**config.mk**
```make
export PLATFORM = sky130hd
export DESIGN_NAME = bit_vector_range_query_flat
export DESIGN_NICKNAME = d
export VERILOG_FILES = /design/src/hdl/bvrq_pkg.sv /design/src/hdl/bvrq_if.sv /design/src/hdl/bvrq_mem.sv /design/src/hdl/bvrq_ctrl.sv /design/src/hdl/bit_vector_range_query.sv /design/src/flat_wrapper.sv
export SDC_FILE = /design/constraint.sdc
export NUM_CORES = 1
export LEC_CHECK = 0
export BUFFER_PORTS_ARGS = -buffer_cell sky130_fd_sc_hd__buf_2
export CAP_MARGIN = 20
export CORE_MARGIN = 5
export CORE_UTILIZATION = 60
export DETAILED_ROUTE_END_ITERATION = 8
export PLACE_DENSITY = 0.87
export SYNTH_ARGS = -nofsm -noshare
export SYNTH_HDL_FRONTEND = slang
export SYNTH_SLANG_ARGS = --single-unit
```
**constraint.sdc**
```tcl
create_clock -name clk_i -period 8 [get_ports clk_i]
set_input_delay 0.8 -clock clk_i [delete_from_list [all_inputs] [get_ports clk_i]]
set_output_delay 0.8 -clock clk_i [all_outputs]
set_load 0.05 [all_outputs]
```
**src/hdl/bvrq_pkg.sv**
```systemverilog
// Package for the bit vector range query block: item and config types,
// command, order and register codes, byte mapping helpers. No dependencies.
package bvrq_pkg;

  localparam logic [1:0] CMD_WRITE  = 2'd0;
  localparam logic [1:0] CMD_SET    = 2'd1;
  localparam logic [1:0] CMD_INVERT = 2'd2;
  localparam logic [1:0] CMD_QUERY  = 2'd3;

  localparam logic [1:0] MODE_INDEP  = 2'd0;
  localparam logic [1:0] MODE_LITTLE = 2'd1;
  localparam logic [1:0] MODE_BIG    = 2'd2;
  localparam logic [1:0] MODE_REVBIG = 2'd3;

  localparam logic REG_LENGTH = 1'b0;
  localparam logic REG_ORDER  = 1'b1;

  localparam logic [6:0] LENGTH_RESET = 7'd64;

  typedef struct packed {
    logic [1:0] cmd;
    logic [5:0] byte_addr;
    logic [7:0] byte_data;
    logic [8:0] range_first;
    logic [8:0] range_last;
    logic       last_is_end;
    logic       match_value;
    logic       relative;
  } in_t;

  typedef struct packed {
    logic       range_ok;
    logic       all_set;
    logic       any_set;
    logic       none_set;
    logic [9:0] ones_count;
    logic       first_found;
    logic [8:0] first_pos;
    logic       last_found;
    logic [8:0] last_pos;
  } out_t;

  typedef struct packed {
    logic [6:0] nbytes;
    logic [1:0] mode;
  } cfg_t;

  function automatic logic lsb_first(input logic [1:0] mode);
    return (mode == MODE_LITTLE) || (mode == MODE_BIG);
  endfunction

  // byte holding bit group grp; the big modes (BIG, REVBIG) count from the top byte
  function automatic logic [6:0] byte_of(input logic [6:0] grp, input logic [6:0] nbytes,
                                         input logic [1:0] mode);
    logic [6:0] b;
    if ((mode == MODE_BIG) || (mode == MODE_REVBIG)) begin
      b = nbytes - 7'd1 - grp;
    end else begin
      b = grp;
    end
    return b;
  endfunction

endpackage

```
**src/hdl/bvrq_if.sv**
```systemverilog
// Valid/ready channel interfaces for command and result words.
// Depends on bvrq_pkg.
interface bvrq_in_if;
  import bvrq_pkg::*;
  logic valid;
  logic ready;
  in_t  data;
  modport source (output valid, output data, input ready);
  modport sink (input valid, input data, output ready);
endinterface

interface bvrq_out_if;
  import bvrq_pkg::*;
  logic valid;
  logic ready;
  out_t data;
  modport source (output valid, output data, input ready);
  modport sink (input valid, input data, output ready);
endinterface

```
**src/hdl/bvrq_mem.sv**
```systemverilog
// Byte store: one write port, one read port, registered read data.
// No dependencies.
module bvrq_mem #(
  parameter int DEPTH = 64,
  parameter int AW    = 6
) (
  input  logic          clk_i,
  input  logic          we_i,
  input  logic [AW-1:0] waddr_i,
  input  logic [7:0]    wdata_i,
  input  logic [AW-1:0] raddr_i,
  output logic [7:0]    rdata_o
);

  logic [7:0] mem [DEPTH];

  always_ff @(posedge clk_i) begin
    if (we_i) begin
      mem[waddr_i] <= wdata_i;
    end
    rdata_o <= mem[raddr_i];
  end

endmodule

```
**src/hdl/bvrq_ctrl.sv**
```systemverilog
// Command sequencer: byte writes, bit read-modify-write and the byte-wise
// range scan with count and first/last search. Depends on bvrq_pkg, bvrq_mem.
module bvrq_ctrl #(
  parameter int AW = 6
) (
  input  logic           clk_i,
  input  logic           rst_ni,
  input  bvrq_pkg::cfg_t cfg_i,
  input  logic           req_valid_i,
  output logic           req_ready_o,
  input  bvrq_pkg::in_t  req_i,
  output logic           res_valid_o,
  input  logic           res_take_i,
  output bvrq_pkg::out_t res_o,
  output logic           we_o,
  output logic [AW-1:0]  waddr_o,
  output logic [7:0]     wdata_o,
  output logic [AW-1:0]  raddr_o,
  input  logic [7:0]     rdata_i
);
  import bvrq_pkg::*;

  localparam logic [2:0] S_IDLE   = 3'd0;
  localparam logic [2:0] S_DECODE = 3'd1;
  localparam logic [2:0] S_RMW    = 3'd2;
  localparam logic [2:0] S_SCAN   = 3'd3;
  localparam logic [2:0] S_LASTP  = 3'd4;
  localparam logic [2:0] S_OUT    = 3'd5;

  logic [2:0] state_q, state_d;
  in_t        cur_q;
  logic       ok_q, ok_d;
  logic [6:0] grp_q, grp_d;
  logic [6:0] pg_q;
  logic       pv_q;
  logic [9:0] ones_q, ones_d;
  logic       ffound_q, ffound_d, lfound_q, lfound_d;
  logic [9:0] fpos_q, fpos_d, lpos_q, lpos_d;

  logic [9:0] nbits, first10, last_eff, span;
  logic       range_valid, lsb;
  logic [6:0] gfirst, glast, bit_byte, scan_byte;
  logic [2:0] sub, lo, hi, low_j, high_j;
  logic [7:0] bmask, bits, inmask, match;
  logic [3:0] cnt;
  logic [9:0] fpos_rel, lpos_rel;

  always_comb begin
    nbits       = {cfg_i.nbytes, 3'b000};
    first10     = {1'b0, cur_q.range_first};
    last_eff    = cur_q.last_is_end ? (nbits - 10'd1) : {1'b0, cur_q.range_last};
    range_valid = (cfg_i.nbytes != 7'd0) && (first10 <= last_eff) && (last_eff < nbits);
    span        = last_eff - first10 + 10'd1;
    lsb         = lsb_first(cfg_i.mode);
    gfirst      = {1'b0, cur_q.range_first[8:3]};
    glast       = last_eff[9:3];
    sub         = cur_q.range_first[2:0];
    bit_byte    = byte_of(gfirst, cfg_i.nbytes, cfg_i.mode);
    scan_byte   = byte_of(grp_q, cfg_i.nbytes, cfg_i.mode);
    bmask       = lsb ? (8'h01 << sub) : (8'h80 >> sub);
  end

  // one fetched byte in index order, clipped to the range
  always_comb begin
    lo = (pg_q == gfirst) ? cur_q.range_first[2:0] : 3'd0;
    hi = (pg_q == glast) ? last_eff[2:0] : 3'd7;
    cnt = 4'd0;
    low_j = 3'd0;
    high_j = 3'd0;
    for (int j = 0; j < 8; j++) begin
      bits[j]   = lsb ? rdata_i[j] : rdata_i[7-j];
      inmask[j] = (3'(j) >= lo) && (3'(j) <= hi);
    end
    match = ~(bits ^ {8{cur_q.match_value}}) & inmask;
    for (int j = 0; j < 8; j++) begin
      cnt = cnt + 4'(bits[j] & inmask[j]);
    end
    for (int j = 7; j >= 0; j--) begin
      if (match[j]) begin
        low_j = 3'(j);
      end
    end
    for (int j = 0; j < 8; j++) begin
      if (match[j]) begin
        high_j = 3'(j);
      end
    end
  end

  always_comb begin
    state_d  = state_q;
    ok_d     = ok_q;
    grp_d    = grp_q;
    ones_d   = ones_q;
    ffound_d = ffound_q;
    fpos_d   = fpos_q;
    lfound_d = lfound_q;
    lpos_d   = lpos_q;
    we_o     = 1'b0;
    waddr_o  = AW'(bit_byte);
    wdata_o  = rdata_i;
    raddr_o  = AW'(bit_byte);

    if (pv_q) begin
      ones_d = ones_q + 10'(cnt);
      if (|match) begin
        lfound_d = 1'b1;
        lpos_d   = {pg_q, high_j};
        if (!ffound_q) begin
          ffound_d = 1'b1;
          fpos_d   = {pg_q, low_j};
        end
      end
    end

    case (state_q)
      S_IDLE: begin
        if (req_valid_i) begin
          state_d = S_DECODE;
        end
      end
      S_DECODE: begin
        ok_d     = 1'b0;
        ones_d   = 10'd0;
        ffound_d = 1'b0;
        fpos_d   = 10'd0;
        lfound_d = 1'b0;
        lpos_d   = 10'd0;
        state_d  = S_OUT;
        case (cur_q.cmd)
          CMD_WRITE: begin
            waddr_o = AW'({1'b0, cur_q.byte_addr});
            wdata_o = cur_q.byte_data;
            we_o    = ({1'b0, cur_q.byte_addr} < cfg_i.nbytes);
          end
          CMD_SET, CMD_INVERT: begin
            if (first10 < nbits) begin
              state_d = S_RMW;
            end
          end
          default: begin
            if (range_valid) begin
              ok_d    = 1'b1;
              grp_d   = gfirst;
              state_d = S_SCAN;
            end
          end
        endcase
      end
      S_RMW: begin
        we_o = 1'b1;
        if (cur_q.cmd == CMD_INVERT) begin
          wdata_o = rdata_i ^ bmask;
        end else if (cur_q.match_value) begin
          wdata_o = rdata_i | bmask;
        end else begin
          wdata_o = rdata_i & ~bmask;
        end
        state_d = S_OUT;
      end
      S_SCAN: begin
        raddr_o = AW'(scan_byte);
        if (grp_q == glast) begin
          state_d = S_LASTP;
        end else begin
          grp_d = grp_q + 7'd1;
        end
      end
      S_LASTP: begin
        state_d = S_OUT;
      end
      S_OUT: begin
        if (res_take_i) begin
          state_d = S_IDLE;
        end
      end
      default: begin
        state_d = S_IDLE;
      end
    endcase
  end

  always_comb begin
    fpos_rel = cur_q.relative ? (fpos_q - first10) : fpos_q;
    lpos_rel = cur_q.relative ? (lpos_q - first10) : lpos_q;
    res_o.range_ok    = ok_q;
    res_o.all_set     = ok_q && (ones_q == span);
    res_o.any_set     = ok_q && (ones_q != 10'd0);
    res_o.none_set    = ok_q && (ones_q == 10'd0);
    res_o.ones_count  = ok_q ? ones_q : 10'd0;
    res_o.first_found = ok_q && ffound_q;
    res_o.first_pos   = (ok_q && ffound_q) ? fpos_rel[8:0] : 9'd0;
    res_o.last_found  = ok_q && lfound_q;
    res_o.last_pos    = (ok_q && lfound_q) ? lpos_rel[8:0] : 9'd0;
  end

  assign req_ready_o = (state_q == S_IDLE);
  assign res_valid_o = (state_q == S_OUT);

  always_ff @(posedge clk_i or negedge rst_ni) begin
    if (!rst_ni) begin
      state_q <= S_IDLE;
      ok_q    <= 1'b0;
      pv_q    <= 1'b0;
    end else begin
      state_q <= state_d;
      ok_q    <= ok_d;
      pv_q    <= (state_q == S_SCAN);
    end
  end

  always_ff @(posedge clk_i) begin
    if (req_valid_i && req_ready_o) begin
      cur_q <= req_i;
    end
    grp_q    <= grp_d;
    pg_q     <= grp_q;
    ones_q   <= ones_d;
    ffound_q <= ffound_d;
    fpos_q   <= fpos_d;
    lfound_q <= lfound_d;
    lpos_q   <= lpos_d;
  end

endmodule

```
**src/hdl/bit_vector_range_query.sv**
```systemverilog
// A byte write is done in decode, a set/invert bit adds a read-modify-write state, and
// a range query over G bytes scans them from accept to result word; the scan reads one store byte per cycle.
// A new command word is taken once the previous one is handed to the output register.
// Reset: length 64 bytes, order mode 0; store contents undefined until written.
module bit_vector_range_query #(
  parameter int STORE_BYTES = 64
) (
  input  logic                clk_i,
  input  logic                rst_ni,
  input  logic                cfg_we_i,
  input  logic                cfg_idx_i,
  input  logic [6:0]          cfg_wdata_i,
  bvrq_in_if.sink             req,
  bvrq_out_if.source          rsp
);
  import bvrq_pkg::*;

  localparam int AW = (STORE_BYTES > 1) ? $clog2(STORE_BYTES) : 1;

  logic [6:0]    len_q;
  logic [1:0]    mode_q;
  cfg_t          cfg;
  logic          res_valid, res_take;
  out_t          res;
  logic          out_valid_q;
  out_t          out_data_q;
  logic          we;
  logic [AW-1:0] waddr, raddr;
  logic [7:0]    wdata, rdata;

  always_ff @(posedge clk_i or negedge rst_ni) begin
    if (!rst_ni) begin
      len_q  <= LENGTH_RESET;
      mode_q <= MODE_INDEP;
    end else if (cfg_we_i) begin
      case (cfg_idx_i)
        REG_LENGTH: len_q  <= cfg_wdata_i;
        REG_ORDER:  mode_q <= cfg_wdata_i[1:0];
        default: begin
        end
      endcase
    end
  end

  always_comb begin
    cfg.nbytes = (int'(len_q) > STORE_BYTES) ? 7'(STORE_BYTES) : len_q;
    cfg.mode   = mode_q;
  end

  assign res_take = res_valid && (!out_valid_q || rsp.ready);

  always_ff @(posedge clk_i or negedge rst_ni) begin
    if (!rst_ni) begin
      out_valid_q <= 1'b0;
    end else if (res_take) begin
      out_valid_q <= 1'b1;
    end else if (rsp.ready) begin
      out_valid_q <= 1'b0;
    end
  end

  always_ff @(posedge clk_i) begin
    if (res_take) begin
      out_data_q <= res;
    end
  end

  assign rsp.valid = out_valid_q;
  assign rsp.data  = out_data_q;

  bvrq_ctrl #(
    .AW (AW)
  ) u_ctrl (
    .clk_i       (clk_i),
    .rst_ni      (rst_ni),
    .cfg_i       (cfg),
    .req_valid_i (req.valid),
    .req_ready_o (req.ready),
    .req_i       (req.data),
    .res_valid_o (res_valid),
    .res_take_i  (res_take),
    .res_o       (res),
    .we_o        (we),
    .waddr_o     (waddr),
    .wdata_o     (wdata),
    .raddr_o     (raddr),
    .rdata_i     (rdata)
  );

  bvrq_mem #(
    .DEPTH (STORE_BYTES),
    .AW    (AW)
  ) u_mem (
    .clk_i   (clk_i),
    .we_i    (we),
    .waddr_i (waddr),
    .wdata_i (wdata),
    .raddr_i (raddr),
    .rdata_o (rdata)
  );

endmodule
```
**src/flat_wrapper.sv**
```systemverilog
// flat-port wrapper written by rule: the top's interface ports become plain ports
module bit_vector_range_query_flat import bvrq_pkg::*;
#(
  parameter int STORE_BYTES = 64
)
  (clk_i, rst_ni, cfg_we_i, cfg_idx_i, cfg_wdata_i, req_valid, req_data, req_ready, rsp_valid, rsp_data, rsp_ready);
  bvrq_in_if req_i ();
  bvrq_out_if rsp_i ();
  input  logic clk_i;
  input  logic rst_ni;
  input  logic cfg_we_i;
  input  logic cfg_idx_i;
  input  logic [6:0] cfg_wdata_i;
  input wire logic [$bits(req_i.valid)-1:0] req_valid;
  input wire logic [$bits(req_i.data)-1:0] req_data;
  output wire logic [$bits(req_i.ready)-1:0] req_ready;
  output wire logic [$bits(rsp_i.valid)-1:0] rsp_valid;
  output wire logic [$bits(rsp_i.data)-1:0] rsp_data;
  input wire logic [$bits(rsp_i.ready)-1:0] rsp_ready;
  assign req_i.valid = req_valid;
  assign req_i.data = req_data;
  assign req_ready = req_i.ready;
  assign rsp_valid = rsp_i.valid;
  assign rsp_data = rsp_i.data;
  assign rsp_i.ready = rsp_ready;
  bit_vector_range_query #(.STORE_BYTES(STORE_BYTES)) u_core (.clk_i(clk_i), .rst_ni(rst_ni), .cfg_we_i(cfg_we_i), .cfg_idx_i(cfg_idx_i), .cfg_wdata_i(cfg_wdata_i), .req(req_i), .rsp(rsp_i));
endmodule
```
# After elaboration in Yosys (flattened, before gate mapping)
# Memories as Yosys holds them, arrays and structs flattened. A register that Yosys moved wholly into a read port is not among the register bits.
# Index checks and enable logic that the tools add are counted.
# Widths: inputs -> output; s select.
totals:
  regBits: 128
  latch_bits: 0
  ram_bits: 512
  romBits: 0
  in_bits: 50
  out_inout_bits: 36
  n_memories: 1
mem_list:
  columns: ["memory", "depth", "word_bits", "rd", "rd_clocked_by_memory_dff", "write_ports", "line", "text"]
  rows:
  - ["u_core.u_mem.mem", 64, 8, 1, 1, 1, "bvrq_mem.sv:15", "logic [7:0] mem [DEPTH];"]
classes:
  add_sub_neg: 17
  n_mul: 0
  n_div: 0
  magnitude_cmp: 21
  eq_ne: 20
  shifts: 2
  n_mux: 58
  n_bitwise: 17
  n_reduce_logical: 37
op_table:
  columns: ["operator", "n"]
  rows:
  - ["$mux 3", 21]
  - ["$mux 8", 4]
  - ["$mux 6", 5]
  - ["$mux 7", 4]
  - ["$mux 9", 2]
  - ["$sub 9x9->9", 2]
  - ["$add 4x1->4", 4]
  - ["$and 8x8->8", 2]
  - ["$logic_and 1x1->1", 16]
  - ["$mux 1", 16]
  - ["$not 8->8", 2]
  - ["$pmux 8 s2", 1]
  - ["$xor 8x8->8", 2]
  - ["$pmux 3 s5", 1]
  - ["$eq 7x7->1", 2]
  - ["$pmux 7 s2", 1]
  - ["$ge 3x3->1 const A", 4]
  - ["$le 3x3->1 const A", 4]
  - ["$ne 2x2->1 const B", 6]
  - ["$sub 6x6->6", 2]
  - ["$add 10x1->10 const B", 1]
  - ["$add 10x4->10", 1]
  - ["$eq 10x10->1", 1]
  - ["$le 9x10->1", 1]
  - ["43 further kinds", 67]

# Longest topological paths before layout
logic_depth:
  ltp_word: 17
  mapped_depth: 27
  ltp_nobuf: 24

# Hierarchy
# From an unflattened synthesis, not the netlist that was laid out.
hier_totals:
  hier_cells: 1885
  hier_area_um2: 29250.6
modules_own_cells:
  columns: ["module", "n_inst", "cells_per_inst", "area_per_inst_um2", "seq_area_each_um2"]
  rows:
  - ["bvrq_mem", 1, 940, 20166.8, 15534.9]
  - ["bvrq_ctrl", 1, 879, 7594.8, 2167.1]
  - ["bit_vector_range_query", 1, 66, 1488.9, 1272.5]

# Worst setup path after synthesis
# OpenSTA, ideal clock, no wires.
synth_timing:
  path_type: "reg-to-reg"
  from: "register u_core.len_q[6]"
  to: "register u_core.u_ctrl.ones_q[9]"
  setup_time_ps: 71
  t_arrival_ps: 6252
  required_time_ps: 7929
  setup_slack_ps: 1677
  path_stages_with_launch: 27
  path_buffers: 3
  synth_period_minus_slack_ps: 6323
  path_cell_list: "dfstp_2 -> clkbuf_1 -> inv_1 -> nand2_1 -> ha_1 -> buf_2 -> or4b_1 -> o311ai_2 -> mux2i_2 -> a2111oi_4 -> and3_1 -> clkbuf_1 -> nand2_1 -> nand3b_1 -> fa_1 -> fa_1 -> inv_1 -> fa_1 -> inv_1 -> fa_1 -> inv_1 -> a21o_1 -> a21o_1 -> a21o_1 -> nand3_1 -> or3_1 -> a21oi_1"
synth_via:
  elab_chain_cells: 17
synth_rtl:
  columns: ["item", "line", "text"]
  rows:
  - ["start, declared", "bit_vector_range_query.sv:20", "logic [6:0] len_q;"]
  - ["start signal, assigned", "bit_vector_range_query.sv:37", "REG_LENGTH: len_q <= cfg_wdata_i;"]
  - ["$gt 7x7->1", "bit_vector_range_query.sv:46", "cfg.nbytes = (int'(len_q) > STORE_BYTES) ? 7'(STORE_BYTES) : len_q;"]
  - ["$mux 7 *", "bit_vector_range_query.sv:46", null]
  - ["$sub 10x1->10 *", "bvrq_ctrl.sv:51", "last_eff = cur_q.last_is_end ? (nbits - 10'd1) : {1'b0, cur_q.range_last};"]
  - ["$mux 10 *", "bvrq_ctrl.sv:51", null]
  - ["$eq 7x7->1 *", "bvrq_ctrl.sv:66", "hi = (pg_q == glast) ? last_eff[2:0] : 3'd7;"]
  - ["$mux 3 *", "bvrq_ctrl.sv:66", null]
  - ["$le 1x3->1", "bvrq_ctrl.sv:72", "inmask[j] = (3'(j) >= lo) && (3'(j) <= hi);"]
  - ["$logic_and 1x1->1", "bvrq_ctrl.sv:72", null]
  - ["$and 1x1->1", "bvrq_ctrl.sv:76", "cnt = cnt + 4'(bits[j] & inmask[j]);"]
  - ["$add 1x1->2", "bvrq_ctrl.sv:76", null]
  - ["$add 2x1->3", "bvrq_ctrl.sv:76", null]
  - ["$add 3x1->4", "bvrq_ctrl.sv:76", null]
  - ["$add 4x1->4 (3 in a row)", "bvrq_ctrl.sv:76", null]
  - ["$add 4x1->4 *", "bvrq_ctrl.sv:76", null]
  - ["$add 10x4->10 *", "bvrq_ctrl.sv:105", "ones_d = ones_q + 10'(cnt);"]
  - ["end signal, assigned", "bvrq_ctrl.sv:218", "ones_q <= ones_d;"]
  - ["end, declared", "bvrq_ctrl.sv:36", "logic [9:0] ones_q, ones_d;"]
# Every way passes the cells marked *; elsewhere a longest branch is shown, timed or not.
# A chain may end at the register's enable or synchronous reset.

# Worst setup path after layout
# Ends and elaborated chain as after synthesis.

==> results_dict.tcl <==
set metrics [dict create \
    critPathKind "flip-flop to flip-flop" \
    clkSinkCount 648 \
    grt_max_degree 91 \
    synth_seq_cells 648 \
    crit_chain "inv_1 -> nand2_1 -> ha_1 -> or4b_1 -> o311ai_2 -> mux2i_2 -> a2111oi_4 -> and3_1 -> nand2_1 -> nand3b_1 -> fa_1 -> fa_1 -> inv_1 -> fa_1 -> inv_1 -> fa_1 -> inv_1 -> a21o_1 -> a21o_1 -> a21o_1 -> nand3_1 -> or3_1 -> a21oi_1" \
    grtUsageTotal_pct 27.1 \
    hp-class "primary input to async pin" \
    critPathTopFamily "adder cells" \
    cts_setup_buffers 0 \
    post_drt_wl_per_cell_um 27.5 \
    gp_congestion 0.909 \
    cts_max_level 2 \
    max_freq_mhz 146 \
    synth_area_leaders "edfxtp_1, mux4_2, ha_1, dfxtp_1, nor2_1" \
    synth_flop_cell "edfxtp_1" \
    netlist.area_leader.share_pct 61.3 \
    clkTransAtPathRegs_ps 60 \
    io-pin-count 86 \
    post-dp-hpwl_um 44400 \
    p_total_uw 12800 \
    cp.arrival_ps 7420 \
    max_stage_delay_ps 680 \
    setup_viol 0 \
    skew_ps 50.3 \
    layout.nets 2098 \
    finalHoldViolations 0 \
    synth-edff-count 589 \
    drt_wl_total_um 72200 \
    hold_slack_ps 78.4 \
    drt_first_pass_iters 9 \
    critical_path_required_ps 8580 \
    synth_nets 1975 \
    cp_slowest_cell "dfstp_2" \
    synth_commonest_cells "edfxtp_1, mux4_2, nor2_1, nand2_1, ha_1" \
    fillerInstances 3047 \
    via_per_inst 6.66 \
    critPathBufInv 4 \
    drtIter0Drc 2185 \
    drtAntennaViolNets 0 \
    clk_latency_ps 660 \
    rsz0062_at_grt "no" \
    vias 17463 \
    tns_ps 0 \
    avgSynthCellArea_um2 15.7 \
    maxSlewViolCount 0 \
    cts_resized 0 \
    grt_pass1_wl_um 109000 \
    worstMarginPinSlew_ps 1090 \
    drv_cap 0 \
    p_per_area_nw_per_um2 397 \
    cts_buffers 61 \
    crit_fanout 14 \
    period_needed_ps 6840 \
    regArea_um2 18900 \
    postSynth.asyncResetShare_pct 2.31 \
    port_buffers 85 \
    post-synth-top-count-cell "edfxtp_1" \
    final.period_utilization_pct 85.6 \
    ys_warn_count 0 \
    cts-root-buf "clkbuf_16" \
    antenna_found_initial 2 \
    antennaDiodeCount 0 \
    overflow 0 \
    vdd_ir_drop_max_mv 0.360 \
    r2r_slack_ps 1160 \
    r2r_start "u_core.len_q[6]" \
    die_x_um 229 \
    leakagePower_uw 0.0112 \
    cts_tree "done" \
    yosysTopAreaCell "edfxtp_1" \
    cts.path.max_buffers 3 \
    initial_utilization_pct 60.5 \
    r2r_cells 23 \
    coreArea_um2 47600 \
    final_util_pct 67.8 \
    relSlewSlack_pct 26.9 \
    syn_inst 1832 \
    rows 80 \
    synth_seq_area_share_pct 65.7 \
    synthDistinctLibCells 75 \
    drc 0 \
    die_area_um2 52600 \
    worst_setup_path_end_kind "flip-flop" \
    area_growth_pct 11.9 \
    outcome "finished, final reports clean" \
    syn_area_um2 28800 \
    die_h_um 229 \
    grt_pass1_vias 17656 \
    drive_gt1_share_pct 20.7 \
    multi_input_area_um2 9380 \
    r2r-end "u_core.u_ctrl.ones_q[9]" \
    start_kind "flip-flop" \
    ctsHoldBuffers 0 \
]
==> layout by cell type (no fill, tap or decap), types with 44 or more instances in the layout <==
cell type,Yosys,layout
nor2_1,110,106
nand2_1,84,84
mux4_2,128,128
a21oi_1,59,57
dfxtp_1,44,44
ha_1,83,83
nor3_1,55,55
clkbuf_16,0,61
inv_1,68,68
buf_2,8,97
edfxtp_1,589,589
o21ai_0,51,51
==> worst max path at each step <==
stage	endpoint	cells after the start	slack, ps	startpoint
after detailed placement	u_core.u_ctrl.ones_q[9]	23	1210	u_core.len_q[6]
after floorplan	u_core.u_ctrl.ones_q[9]	26	1680	u_core.len_q[6]
after global routing	u_core.u_ctrl.ones_q[9]	23	730	u_core.len_q[6]
final	u_core.u_ctrl.ones_q[9]	23	1160	u_core.len_q[6]
after global placement	u_core.u_ctrl.ones_q[9]	23	1370	u_core.len_q[6]
after CTS	u_core.u_ctrl.ones_q[9]	23	1220	u_core.len_q[6]
==> state kept, by name (all words and copies together) (netlist names) <==
name	flops
u_core.u_mem.mem	512
u_core.u_ctrl.cur_q	37
u_core.rsp.data	33
u_core.u_ctrl.ones_q	10
u_core.u_ctrl.fpos_q	9
u_core.u_ctrl.lpos_q	9
u_core.u_mem.rdata_o	8
u_core.len_q	7
u_core.u_ctrl.grp_q	7
u_core.u_ctrl.pg_q	7
u_core.u_ctrl.state_q	3
u_core.mode_q	2
u_core.rsp.valid	1
u_core.u_ctrl.lfound_q	1
u_core.u_ctrl.ok_q	1
u_core.u_ctrl.pv_q	1
==> per-layer routing <==
| metal | routed length, µm | global-route usage [%] | vias up | part of all wire (%) |
|---|---|---|---|---|
| met4 | 3590 | 12.3 | 2 | 5.0 |
| met2 | 36800 | 46.3 | 1106 | 51 |
| li1 | - | - | 7455 | - |
| met3 | 6220 | 5.14 | 224 | 8.6 |
| met1 | 25600 | 33.9 | 8676 | 35 |
| met5 | 11 | 0 | - | 0.015 |
==> final cells by class <==
| type | instances | share of cell area [%] |
|---|---|---|
| Timing Repair Buffer | 142 | 2.88 |
| Tap cell | 615 | 2.38 |
| Inverter | 70 | 0.814 |
| Clock buffer | 82 | 5.10 |
| Sequential cell | 648 | 58.7 |
| Clock inverter | 32 | 1.09 |
| Multi-Input combinational cell | 1032 | 29.1 |
==> logic make-up after synthesis <==
kind of cell	Yosys count	synth area share [%]
and+or+nand+nor	392	6.58
DFF	648	65.7
xor gates and xnor gates	61	1.85
buffers and inverters	152	2.06
adders and majority gates	93	4.29
muxes	180	11.9
AOI/OAI and AO/OA	306	7.65
==> through the flow <==
step                instances  cell area (µm²)  worst slack (ps)
finish                   2621            32300              1160
global route             2621            32300               730
CTS                      2592            32000              1220
detailed placement       2478            30000              1210
global placement         2472            30000              1370
floorplan                1832            28800              1680
==> power by group <==
| group | total, µW | internal, µW | switching [µW] |
|---|---|---|---|
| combinational | 5180 | 1900 | 3270 |
| sequential | 4770 | 4540 | 228 |
| clock | 2880 | 1610 | 1270 |
No activity file was read; power rests on OpenSTA's default activity.
